<file path="src/ook_rs_pkg.sv">
`timescale 1ns / 1ps
// Shared types and constants for the OOK remote-socket frame sender.
// No dependencies; the interfaces, the core and the bench refer to it by scoped names.
package ook_rs_pkg;

    // Operation carried by an input transfer.
    typedef enum logic {
        OP_START = 1'b0,
        OP_TICK  = 1'b1
    } t_op;

    // Configuration register indexes (byte address = 4 * index).
    typedef enum logic [1:0] {
        REG_ONE_SYMBOL   = 2'd0,
        REG_ZERO_SYMBOL  = 2'd1,
        REG_BIT_TICKS    = 2'd2,
        REG_REPEAT_COUNT = 2'd3
    } t_reg_idx;

    localparam int HOUSE_W     = 5;
    localparam int DEVICE_W    = 3;
    localparam int SYM_W       = 8;
    localparam int BIT_TICKS_W = 16;
    localparam int REPEAT_W    = 8;
    localparam int BYTE_POS_W  = 4;
    localparam int BIT_POS_W   = 3;
    localparam int APB_ADDR_W  = 4;
    localparam int APB_DATA_W  = 32;

    // Frame layout.
    localparam int HOUSE_BYTES = 5;
    localparam int DEV_FIRST   = 5;
    localparam int DEV_LAST    = 9;
    localparam int ON_BYTE     = 10;
    localparam int OFF_BYTE    = 11;
    localparam int SYNC_BYTE   = 12;
    localparam logic [SYM_W-1:0] SYNC_VALUE = 8'd128;

    // Register reset values.
    localparam logic [SYM_W-1:0]       ONE_SYMBOL_RST   = 8'd136;
    localparam logic [SYM_W-1:0]       ZERO_SYMBOL_RST  = 8'd142;
    localparam logic [BIT_TICKS_W-1:0] BIT_TICKS_RST    = 16'd350;
    localparam logic [REPEAT_W-1:0]    REPEAT_COUNT_RST = 8'd10;

endpackage

</file>
<file path="src/ook_rs_ifs.sv">
`timescale 1ns / 1ps
// Valid/ready channel interfaces for the frame sender's input and result streams.
// Depends on ook_rs_pkg for field widths and the operation type.
interface ook_rs_in_if;
    logic                               valid;
    logic                               ready;
    ook_rs_pkg::t_op                    op;
    logic [ook_rs_pkg::HOUSE_W-1:0]     house_code;
    logic [ook_rs_pkg::DEVICE_W-1:0]    device;
    logic                               switch_on;

    modport source (output valid, op, house_code, device, switch_on, input ready);
    modport sink   (input valid, op, house_code, device, switch_on, output ready);
endinterface

interface ook_rs_out_if;
    logic valid;
    logic ready;
    logic line_level;
    logic busy_res;
    logic frame_done;

    modport source (output valid, line_level, busy_res, frame_done, input ready);
    modport sink   (input valid, line_level, busy_res, frame_done, output ready);
endinterface

</file>
<file path="src/ook_remote_socket_frame_sender_core.sv">
`timescale 1ns / 1ps
// Top level of the OOK remote-socket frame sender: frame state, bit timing and APB registers.
// Depends on ook_rs_pkg and the channel interfaces in ook_rs_ifs.sv.
//
// Usage:
//   The input channel carries start transfers (house code, device, on/off flag) and tick
//   transfers. A start latches the fields and restarts the frame; each tick advances the
//   serial bit timing by one. Every input transfer yields exactly one result transfer on
//   the output channel with the line level, the busy flag and the frame-done flag.
//   Four 32-bit registers on the APB port set the symbol bytes, the ticks per bit and the
//   repeat count; they are read live, so a write during a frame acts at once.
// Output register and throughput:
//   The result for an input transfer is in the output register in the cycle after it is
//   accepted. One input transfer is taken every cycle unless the output stalls; the single
//   output register is the only buffer: input ready is high while it is empty or being drained.
// Stall:
//   While the receiver holds ready low with a result pending, input ready drops and the
//   frame state is frozen, so no tick is lost and bit timing stays exact.
// Reset:
//   Synchronous active-low reset empties the output register, makes the sender idle and
//   loads the register defaults (136, 142, 350, 10).
module ook_remote_socket_frame_sender_core #(
    parameter int TICK_COUNT_BITS = 16
) (
    input  logic                               i_clk,
    input  logic                               i_rst_n,
    ook_rs_in_if.sink                          i_in,
    ook_rs_out_if.source                       o_out,
    input  logic                               psel,
    input  logic                               penable,
    input  logic                               pwrite,
    input  logic [ook_rs_pkg::APB_ADDR_W-1:0]  paddr,
    input  logic [ook_rs_pkg::APB_DATA_W-1:0]  pwdata,
    output logic [ook_rs_pkg::APB_DATA_W-1:0]  prdata,
    output logic                               pready
);

    localparam int HW = (TICK_COUNT_BITS > ook_rs_pkg::BIT_TICKS_W) ?
                        TICK_COUNT_BITS : ook_rs_pkg::BIT_TICKS_W;
    localparam logic [HW-1:0] TICK_LIM = {HW{1'b1}} >> (HW - TICK_COUNT_BITS);

    // Configuration registers.
    logic [ook_rs_pkg::SYM_W-1:0]       r_one_sym;
    logic [ook_rs_pkg::SYM_W-1:0]       r_zero_sym;
    logic [ook_rs_pkg::BIT_TICKS_W-1:0] r_bit_ticks;
    logic [ook_rs_pkg::REPEAT_W-1:0]    r_repeat_count;

    // Frame state.
    logic [ook_rs_pkg::HOUSE_W-1:0]     r_house,    n_house;
    logic [ook_rs_pkg::DEVICE_W-1:0]    r_device,   n_device;
    logic                               r_on,       n_on;
    logic [ook_rs_pkg::BYTE_POS_W-1:0]  r_byte_pos, n_byte_pos;
    logic [ook_rs_pkg::BIT_POS_W-1:0]   r_bit_pos,  n_bit_pos;
    logic [TICK_COUNT_BITS-1:0]         r_tick,     n_tick;
    logic [ook_rs_pkg::REPEAT_W-1:0]    r_reps,     n_reps;
    logic                               r_active,   n_active;

    // Result register.
    logic r_out_valid;
    logic r_level, n_level;
    logic r_busy,  n_busy;
    logic r_done,  n_done;

    logic                               in_ready;
    logic                               in_xfer;
    logic                               cfg_wr;
    ook_rs_pkg::t_reg_idx               reg_idx;
    logic [ook_rs_pkg::BIT_POS_W-1:0]   house_idx;
    logic                               pos_is_one;
    logic [ook_rs_pkg::SYM_W-1:0]       frame_byte;
    logic [HW-1:0]                      hold;
    logic [HW-1:0]                      tick_inc;
    logic [ook_rs_pkg::REPEAT_W-1:0]    reps_eff;
    logic [ook_rs_pkg::REPEAT_W-1:0]    reps_inc;

    assign in_ready   = !r_out_valid || o_out.ready;
    assign in_xfer    = i_in.valid && in_ready;
    assign i_in.ready = in_ready;

    assign o_out.valid      = r_out_valid;
    assign o_out.line_level = r_level;
    assign o_out.busy_res   = r_busy;
    assign o_out.frame_done = r_done;

    // APB register file.
    assign pready  = 1'b1;
    assign reg_idx = ook_rs_pkg::t_reg_idx'(paddr[ook_rs_pkg::APB_ADDR_W-1:2]);
    assign cfg_wr  = psel && penable && pwrite;

    always_comb begin
        case (reg_idx)
            ook_rs_pkg::REG_ONE_SYMBOL:   prdata = ook_rs_pkg::APB_DATA_W'(r_one_sym);
            ook_rs_pkg::REG_ZERO_SYMBOL:  prdata = ook_rs_pkg::APB_DATA_W'(r_zero_sym);
            ook_rs_pkg::REG_BIT_TICKS:    prdata = ook_rs_pkg::APB_DATA_W'(r_bit_ticks);
            ook_rs_pkg::REG_REPEAT_COUNT: prdata = ook_rs_pkg::APB_DATA_W'(r_repeat_count);
            default:                      prdata = '0;
        endcase
    end

    always_ff @(posedge i_clk) begin
        if (!i_rst_n) begin
            r_one_sym      <= ook_rs_pkg::ONE_SYMBOL_RST;
            r_zero_sym     <= ook_rs_pkg::ZERO_SYMBOL_RST;
            r_bit_ticks    <= ook_rs_pkg::BIT_TICKS_RST;
            r_repeat_count <= ook_rs_pkg::REPEAT_COUNT_RST;
        end else if (cfg_wr) begin
            case (reg_idx)
                ook_rs_pkg::REG_ONE_SYMBOL:
                    r_one_sym <= pwdata[ook_rs_pkg::SYM_W-1:0];
                ook_rs_pkg::REG_ZERO_SYMBOL:
                    r_zero_sym <= pwdata[ook_rs_pkg::SYM_W-1:0];
                ook_rs_pkg::REG_BIT_TICKS:
                    r_bit_ticks <= pwdata[ook_rs_pkg::BIT_TICKS_W-1:0];
                ook_rs_pkg::REG_REPEAT_COUNT:
                    r_repeat_count <= pwdata[ook_rs_pkg::REPEAT_W-1:0];
                default: begin
                end
            endcase
        end
    end

    // Current frame byte, built from the latched fields and the live symbol registers.
    assign house_idx = ook_rs_pkg::BIT_POS_W'(ook_rs_pkg::HOUSE_BYTES - 1)
                       - r_byte_pos[ook_rs_pkg::BIT_POS_W-1:0];

    always_comb begin
        pos_is_one = 1'b0;
        frame_byte = '0;
        if (r_byte_pos < ook_rs_pkg::BYTE_POS_W'(ook_rs_pkg::HOUSE_BYTES)) begin
            pos_is_one = r_house[house_idx];
            frame_byte = pos_is_one ? r_one_sym : r_zero_sym;
        end else if (r_byte_pos <= ook_rs_pkg::BYTE_POS_W'(ook_rs_pkg::DEV_LAST)) begin
            // Device codes above four match no position, so every device byte is a zero.
            pos_is_one = ({1'b0, r_device} ==
                          (r_byte_pos - ook_rs_pkg::BYTE_POS_W'(ook_rs_pkg::DEV_FIRST)));
            frame_byte = pos_is_one ? r_one_sym : r_zero_sym;
        end else if (r_byte_pos == ook_rs_pkg::BYTE_POS_W'(ook_rs_pkg::ON_BYTE)) begin
            pos_is_one = r_on;
            frame_byte = pos_is_one ? r_one_sym : r_zero_sym;
        end else if (r_byte_pos == ook_rs_pkg::BYTE_POS_W'(ook_rs_pkg::OFF_BYTE)) begin
            pos_is_one = !r_on;
            frame_byte = pos_is_one ? r_one_sym : r_zero_sym;
        end else if (r_byte_pos == ook_rs_pkg::BYTE_POS_W'(ook_rs_pkg::SYNC_BYTE)) begin
            frame_byte = ook_rs_pkg::SYNC_VALUE;
        end
    end

    // Hold time per bit: zero counts as one, and it saturates at the counter's range.
    always_comb begin
        hold = HW'(r_bit_ticks);
        if (hold == '0) begin
            hold = HW'(1);
        end
        if (hold > TICK_LIM) begin
            hold = TICK_LIM;
        end
    end

    assign tick_inc = HW'(r_tick) + HW'(1);
    assign reps_eff = (r_repeat_count == '0) ? ook_rs_pkg::REPEAT_W'(1) : r_repeat_count;
    assign reps_inc = r_reps + ook_rs_pkg::REPEAT_W'(1);

    always_comb begin
        n_house    = r_house;
        n_device   = r_device;
        n_on       = r_on;
        n_byte_pos = r_byte_pos;
        n_bit_pos  = r_bit_pos;
        n_tick     = r_tick;
        n_reps     = r_reps;
        n_active   = r_active;
        n_level    = 1'b0;
        n_busy     = 1'b0;
        n_done     = 1'b0;
        if (i_in.op == ook_rs_pkg::OP_START) begin
            // A start also drops any frame in flight.
            n_house    = i_in.house_code;
            n_device   = i_in.device;
            n_on       = i_in.switch_on;
            n_byte_pos = '0;
            n_bit_pos  = '0;
            n_tick     = '0;
            n_reps     = '0;
            n_active   = 1'b1;
            n_busy     = 1'b1;
        end else if (r_active) begin
            n_level = frame_byte[ook_rs_pkg::BIT_POS_W'(ook_rs_pkg::SYM_W - 1) - r_bit_pos];
            n_busy  = 1'b1;
            n_tick  = tick_inc[TICK_COUNT_BITS-1:0];
            if (tick_inc >= hold) begin
                n_tick    = '0;
                n_bit_pos = r_bit_pos + ook_rs_pkg::BIT_POS_W'(1);
                if (r_bit_pos == '1) begin
                    n_byte_pos = r_byte_pos + ook_rs_pkg::BYTE_POS_W'(1);
                    if (r_byte_pos == '1) begin
                        n_reps = reps_inc;
                        if (reps_inc >= reps_eff) begin
                            n_active = 1'b0;
                            n_reps   = '0;
                            n_done   = 1'b1;
                        end
                    end
                end
            end
        end
    end

    always_ff @(posedge i_clk) begin
        if (!i_rst_n) begin
            r_house    <= '0;
            r_device   <= '0;
            r_on       <= 1'b0;
            r_byte_pos <= '0;
            r_bit_pos  <= '0;
            r_tick     <= '0;
            r_reps     <= '0;
            r_active   <= 1'b0;
        end else if (in_xfer) begin
            r_house    <= n_house;
            r_device   <= n_device;
            r_on       <= n_on;
            r_byte_pos <= n_byte_pos;
            r_bit_pos  <= n_bit_pos;
            r_tick     <= n_tick;
            r_reps     <= n_reps;
            r_active   <= n_active;
        end
    end

    always_ff @(posedge i_clk) begin
        if (!i_rst_n) begin
            r_out_valid <= 1'b0;
        end else if (in_xfer) begin
            r_out_valid <= 1'b1;
        end else if (o_out.ready) begin
            r_out_valid <= 1'b0;
        end
    end

    always_ff @(posedge i_clk) begin
        if (in_xfer) begin
            r_level <= n_level;
            r_busy  <= n_busy;
            r_done  <= n_done;
        end
    end

endmodule

</file>
<file path="src/flat_wrapper.sv">
// flat-port wrapper written by rule: the top's interface ports become plain ports
module ook_remote_socket_frame_sender_core_flat 
#(
    parameter int TICK_COUNT_BITS = 16
)
  (i_clk, i_rst_n, psel, penable, pwrite, paddr, pwdata, prdata, pready, i_in_valid, i_in_op, i_in_house_code, i_in_device, i_in_switch_on, i_in_ready, o_out_valid, o_out_line_level, o_out_busy_res, o_out_frame_done, o_out_ready);
  ook_rs_in_if i_in_i ();
  ook_rs_out_if o_out_i ();
  input  logic i_clk;
  input  logic i_rst_n;
  input  logic psel;
  input  logic penable;
  input  logic pwrite;
  input  logic [ook_rs_pkg::APB_ADDR_W-1:0] paddr;
  input  logic [ook_rs_pkg::APB_DATA_W-1:0] pwdata;
  output logic [ook_rs_pkg::APB_DATA_W-1:0] prdata;
  output logic pready;
  input wire logic [$bits(i_in_i.valid)-1:0] i_in_valid;
  input wire logic [$bits(i_in_i.op)-1:0] i_in_op;
  input wire logic [$bits(i_in_i.house_code)-1:0] i_in_house_code;
  input wire logic [$bits(i_in_i.device)-1:0] i_in_device;
  input wire logic [$bits(i_in_i.switch_on)-1:0] i_in_switch_on;
  output wire logic [$bits(i_in_i.ready)-1:0] i_in_ready;
  output wire logic [$bits(o_out_i.valid)-1:0] o_out_valid;
  output wire logic [$bits(o_out_i.line_level)-1:0] o_out_line_level;
  output wire logic [$bits(o_out_i.busy_res)-1:0] o_out_busy_res;
  output wire logic [$bits(o_out_i.frame_done)-1:0] o_out_frame_done;
  input wire logic [$bits(o_out_i.ready)-1:0] o_out_ready;
  assign i_in_i.valid = i_in_valid;
  assign i_in_i.op = i_in_op;
  assign i_in_i.house_code = i_in_house_code;
  assign i_in_i.device = i_in_device;
  assign i_in_i.switch_on = i_in_switch_on;
  assign i_in_ready = i_in_i.ready;
  assign o_out_valid = o_out_i.valid;
  assign o_out_line_level = o_out_i.line_level;
  assign o_out_busy_res = o_out_i.busy_res;
  assign o_out_frame_done = o_out_i.frame_done;
  assign o_out_i.ready = o_out_ready;
  ook_remote_socket_frame_sender_core #(.TICK_COUNT_BITS(TICK_COUNT_BITS)) u_core (.i_clk(i_clk), .i_rst_n(i_rst_n), .i_in(i_in_i), .o_out(o_out_i), .psel(psel), .penable(penable), .pwrite(pwrite), .paddr(paddr), .pwdata(pwdata), .prdata(prdata), .pready(pready));
endmodule
</file>
<file path="config.mk">
export PLATFORM = sky130hd
export DESIGN_NAME = ook_remote_socket_frame_sender_core_flat
export DESIGN_NICKNAME = d
export VERILOG_FILES = /design/src/ook_rs_pkg.sv /design/src/ook_rs_ifs.sv /design/src/ook_remote_socket_frame_sender_core.sv /design/src/flat_wrapper.sv
export SDC_FILE = /design/constraint.sdc
export NUM_CORES = 1
export LEC_CHECK = 0
export BUFFER_PORTS_ARGS = -buffer_cell sky130_fd_sc_hd__buf_2
export CAP_MARGIN = 0
export CORE_AREA = 10 10 118 120
export CTS_CLUSTER_SIZE = 8
export DETAILED_ROUTE_END_ITERATION = 16
export DIE_AREA = 0 0 128 130
export PLACE_DENSITY = 0.69
export SYNTH_ARGS = -nofsm -noshare
export SYNTH_HDL_FRONTEND = slang
export SYNTH_SLANG_ARGS = --single-unit
</file>
<file path="constraint.sdc">
create_clock -name i_clk -period 4.28 [get_ports i_clk]
set_input_delay 0.428 -clock i_clk [delete_from_list [all_inputs] [get_ports i_clk]]
set_output_delay 0.428 -clock i_clk [all_outputs]
set_load 0.05 [all_outputs]
</file>
==> flow_metrics.tcl <==
set metrics [dict create \
    grt.met2_usage 0.293 \
    path_cells "ha_1, nand3_1, nor2_1, and3_1, nand3_1, xnor2_1, ha_1, nand4_1, nor4b_4, nor3_2, or4_1, a21boi_0" \
    critPathLaunchType "flip-flop" \
    cts_max_level 3 \
    seq_area_frac_synth 0.327 \
    p_int_mw 1.37 \
    fin_crit_ns 3.60 \
    cts.clk_slew.worst_paths_ns 0.07 \
    drc 0 \
    async_flop_share 0 \
    die_area_mm2 0.0166 \
    worstMarginPinSlew_ns 0.934 \
    nets 760 \
    switchingPower_mw 0.476 \
    hold_viol_final 0 \
    antenna_cells 0 \
    setup_viol 0 \
    start_util 0.452 \
    grt_usage 0.166 \
    fp.coreArea_mm2 0.0117 \
    area_growth_pct 11.2 \
    seqPwrFrac 0.444 \
    cts_tree "yes" \
    io_buffers 55 \
    die_h_um 130 \
    finClkSkew_ns 0.00974 \
    ctsHoldBuffers 0 \
    ys_ff_latch 85 \
    max-clock-path-buffers 2 \
    synth_top_cell_by_area "dfxtp_1" \
    fin_crit_sh 0.842 \
    r2r-end "u_core.r_byte_pos[3]$_SDFFE_PN0P_" \
    cap_violations 0 \
    grt_start_max_net_pins 44 \
    clkLatencyLatePin_ns 0.34 \
    antenna_found_initial 0 \
    met1_usage 0.198 \
    wl_per_cell_um 16.8 \
    leakage_nw 2.47 \
    synth_area_leaders "dfxtp_1 31%, ha_1 7.6%, nand2_1 6.0%" \
    crit_type "reg2reg" \
    cp_slowest_stage_delay_ns 0.55 \
    pwr_density_cell_mw_per_mm2 313 \
    layout_common_cells "84 x nand2_1, 82 x dfxtp_1, 55 x buf_2" \
    wl_um 13900 \
    drtIter0Drc 372 \
    synth_edf_count 3 \
    io_pins 91 \
    grt_pass1_vias 4641 \
    synthFlopType "dfxtp_1" \
    rsz0062_at_grt "false" \
    gr-total-overflow 0 \
    holdWs_ns 0.316 \
    cts_resized 0 \
    ant_nets 0 \
    cts_setup_buffers 0 \
    outcome "complete, no violations" \
    relSlewSlack 0.375 \
    worst_ep_arrival_time_ns 3.87 \
    n_fill_cell 1127 \
    reg2reg_depth 12 \
    yosysWarnings 0 \
    final_layout_size_suffix_gt1_frac 0.146 \
    fp-row-count 40 \
    r2r-start "u_core.r_tick[0]$_SDFFE_PN0P_" \
    cts.sinks 85 \
    cts_buffers 9 \
    crit_start "u_core.r_tick[0]$_SDFFE_PN0P_" \
    synth_top_cell_area_share 0.310 \
    yosys.cell_types.count 61 \
    avgSynthCellArea_um2 8.34 \
    vdd_drop_max_v 0.000151 \
    required_ns 4.55 \
    busiest_layer "met2" \
    mappedNetlistArea_mm2 0.00530 \
    vias 4683 \
    fin_tns_setup_ns 0 \
    fmax_mhz 277 \
    detailed_place_hpwl_um 10700 \
    slew_violations 0 \
    cp-end-kind "flip-flop" \
    r2r_slack_ns 0.68 \
    p_clk_frac 0.455 \
    firstDrtPassIters 5 \
    grtUsageMet3 0.0308 \
    routabilityCongestion 0.889 \
    viasPerCell 5.66 \
    grt_pass1_wl_um 22700 \
    combPwrFrac 0.101 \
    slowest_stage "or4_1" \
    crit_path_max_fanout 8 \
    swShare 0.258 \
    root_buffer "clkbuf_16" \
    final_common_cell "nand2_1" \
    crit_end "u_core.r_byte_pos[3]$_SDFFE_PN0P_" \
    die_x_um 128 \
    hold_path.class "in2reg" \
    synthCells 635 \
]
-- worst min-delay path by stage --
stage / startpoint / end / slack (ns) / cells after the start
final: pwdata[8] / u_core.r_bit_ticks[8]$_SDFFE_PN1P_ / 0.32 / 3
after global routing: pwdata[9] / u_core.r_bit_ticks[9]$_SDFFE_PN0P_ / 0.33 / 3
after CTS: pwdata[8] / u_core.r_bit_ticks[8]$_SDFFE_PN1P_ / 0.32 / 3
after detailed placement: u_core.r_house[4]$_SDFFE_PN0P_ / u_core.r_house[4]$_SDFFE_PN0P_ / 0.46 / 2
after global placement: u_core.r_house[4]$_SDFFE_PN0P_ / u_core.r_house[4]$_SDFFE_PN0P_ / 0.46 / 2
after floorplan: u_core.r_zero_sym[4]$_SDFFE_PN0P_ / u_core.r_zero_sym[4]$_SDFFE_PN0P_ / 0.44 / 2
-- worst max-delay path, delay by kind of cell, from the launching register on --
| kind | cells | cell delay, ns |
|---|---|---|
| AND/OR/NAND/NOR | 8 | 2.20 |
| adder cells (fa/ha/maj) | 2 | 0.52 |
| flip-flops | 1 | 0.45 |
| AO/OA/AOI/OAI | 1 | 0.18 |
| XOR/XNOR | 1 | 0.17 |
-- area by class of cell --
type / count / area [µm²] / share of cell area
inverters: 33 / 124 / 0.0210
clock buffers: 9 / 225 / 0.0382
multi-input cells: 486 / 3220 / 0.546
clock inverters: 7 / 97.6 / 0.0166
repair buffers: 60 / 313 / 0.0531
well taps: 147 / 184 / 0.0312
flip-flops and latches: 85 / 1730 / 0.294
-- synthesized netlist by cell type (5+ instances only) --
master and count:
and2_1 11, nand3_1 32, a21o_1 10, inv_1 33, a22oi_1 8, ha_1 32, xnor2_1 11, nand2_1 84
mux4_2 9, a22o_1 5, a2111oi_0 5, nor2_1 43, o21a_1 5, nor4_1 9, o21ai_0 35, xor2_1 12
a21oi_1 39, o211ai_1 9, buf_1 5, buf_4 18, nand2b_1 11, nand4_1 5, and3_1 7, clkbuf_1 16
nor3_1 8, mux2i_1 19, dfxtp_1 82
-- power by group through the flow --
stage	clock (mW)	sequential (mW)	combinational, mW
after CTS	0.851	0.819	0.187
after floorplan	0	0.841	0.140
after global routing	0.876	0.821	0.202
after detailed placement	0	0.837	0.186
final	0.841	0.820	0.186
after global placement	0	0.837	0.183
-- per-layer routing --
metal,wire length [µm],part of all wire,vias to the layer above
met5,0,0,-
met4,230,0.017,0
met3,681,0.049,20
met2,7070,0.51,126
met1,5880,0.42,2226
li1,-,-,2311
-- sequential cells by signal, summed over array words and instances (netlist names) --
signal and flops:
u_core.o_out.busy_res 1, u_core.r_zero_sym 8, u_core.o_out.valid 1, u_core.r_bit_pos 3
u_core.r_tick 16, u_core.r_on 1, u_core.r_byte_pos 4, u_core.r_active 1
u_core.r_repeat_count 8, u_core.r_device 3, u_core.r_house 5, u_core.r_reps 8
u_core.o_out.line_level 1, u_core.r_one_sym 8, u_core.r_bit_ticks 16, u_core.o_out.frame_done 1
-- cell families (layout without fill, tap and decap cells) --
group	count (synthesis)	count (layout)	synth area share
AOI/OAI and AO/OA	147	147	0.180
xor gates and xnor gates	23	23	0.0380
adders and majority gates	32	32	0.0756
buffers and inverters	79	109	0.0773
DFF	85	85	0.327
muxes	31	31	0.0827
other	2	17	0.00142
and+or+nand+nor	236	236	0.218
-- stage by stage --
| stage | power (mW) | std cells | area [µm²] | utilization | setup slack (ns) |
|---|---|---|---|---|---|
| after global routing | 1.90 | 827 | 5890 | 0.503 | 0.340 |
| after CTS | 1.86 | 827 | 5890 | 0.503 | 0.688 |
| after global placement | 1.02 | 811 | 5570 | 0.475 | 0.826 |
| after detailed placement | 1.02 | 811 | 5570 | 0.475 | 0.740 |
| after floorplan | 0.982 | 650 | 5350 | - | 1.11 |
| final | 1.85 | 827 | 5890 | 0.503 | 0.675 |
Note: power is estimated with default switching activity, not from simulation.
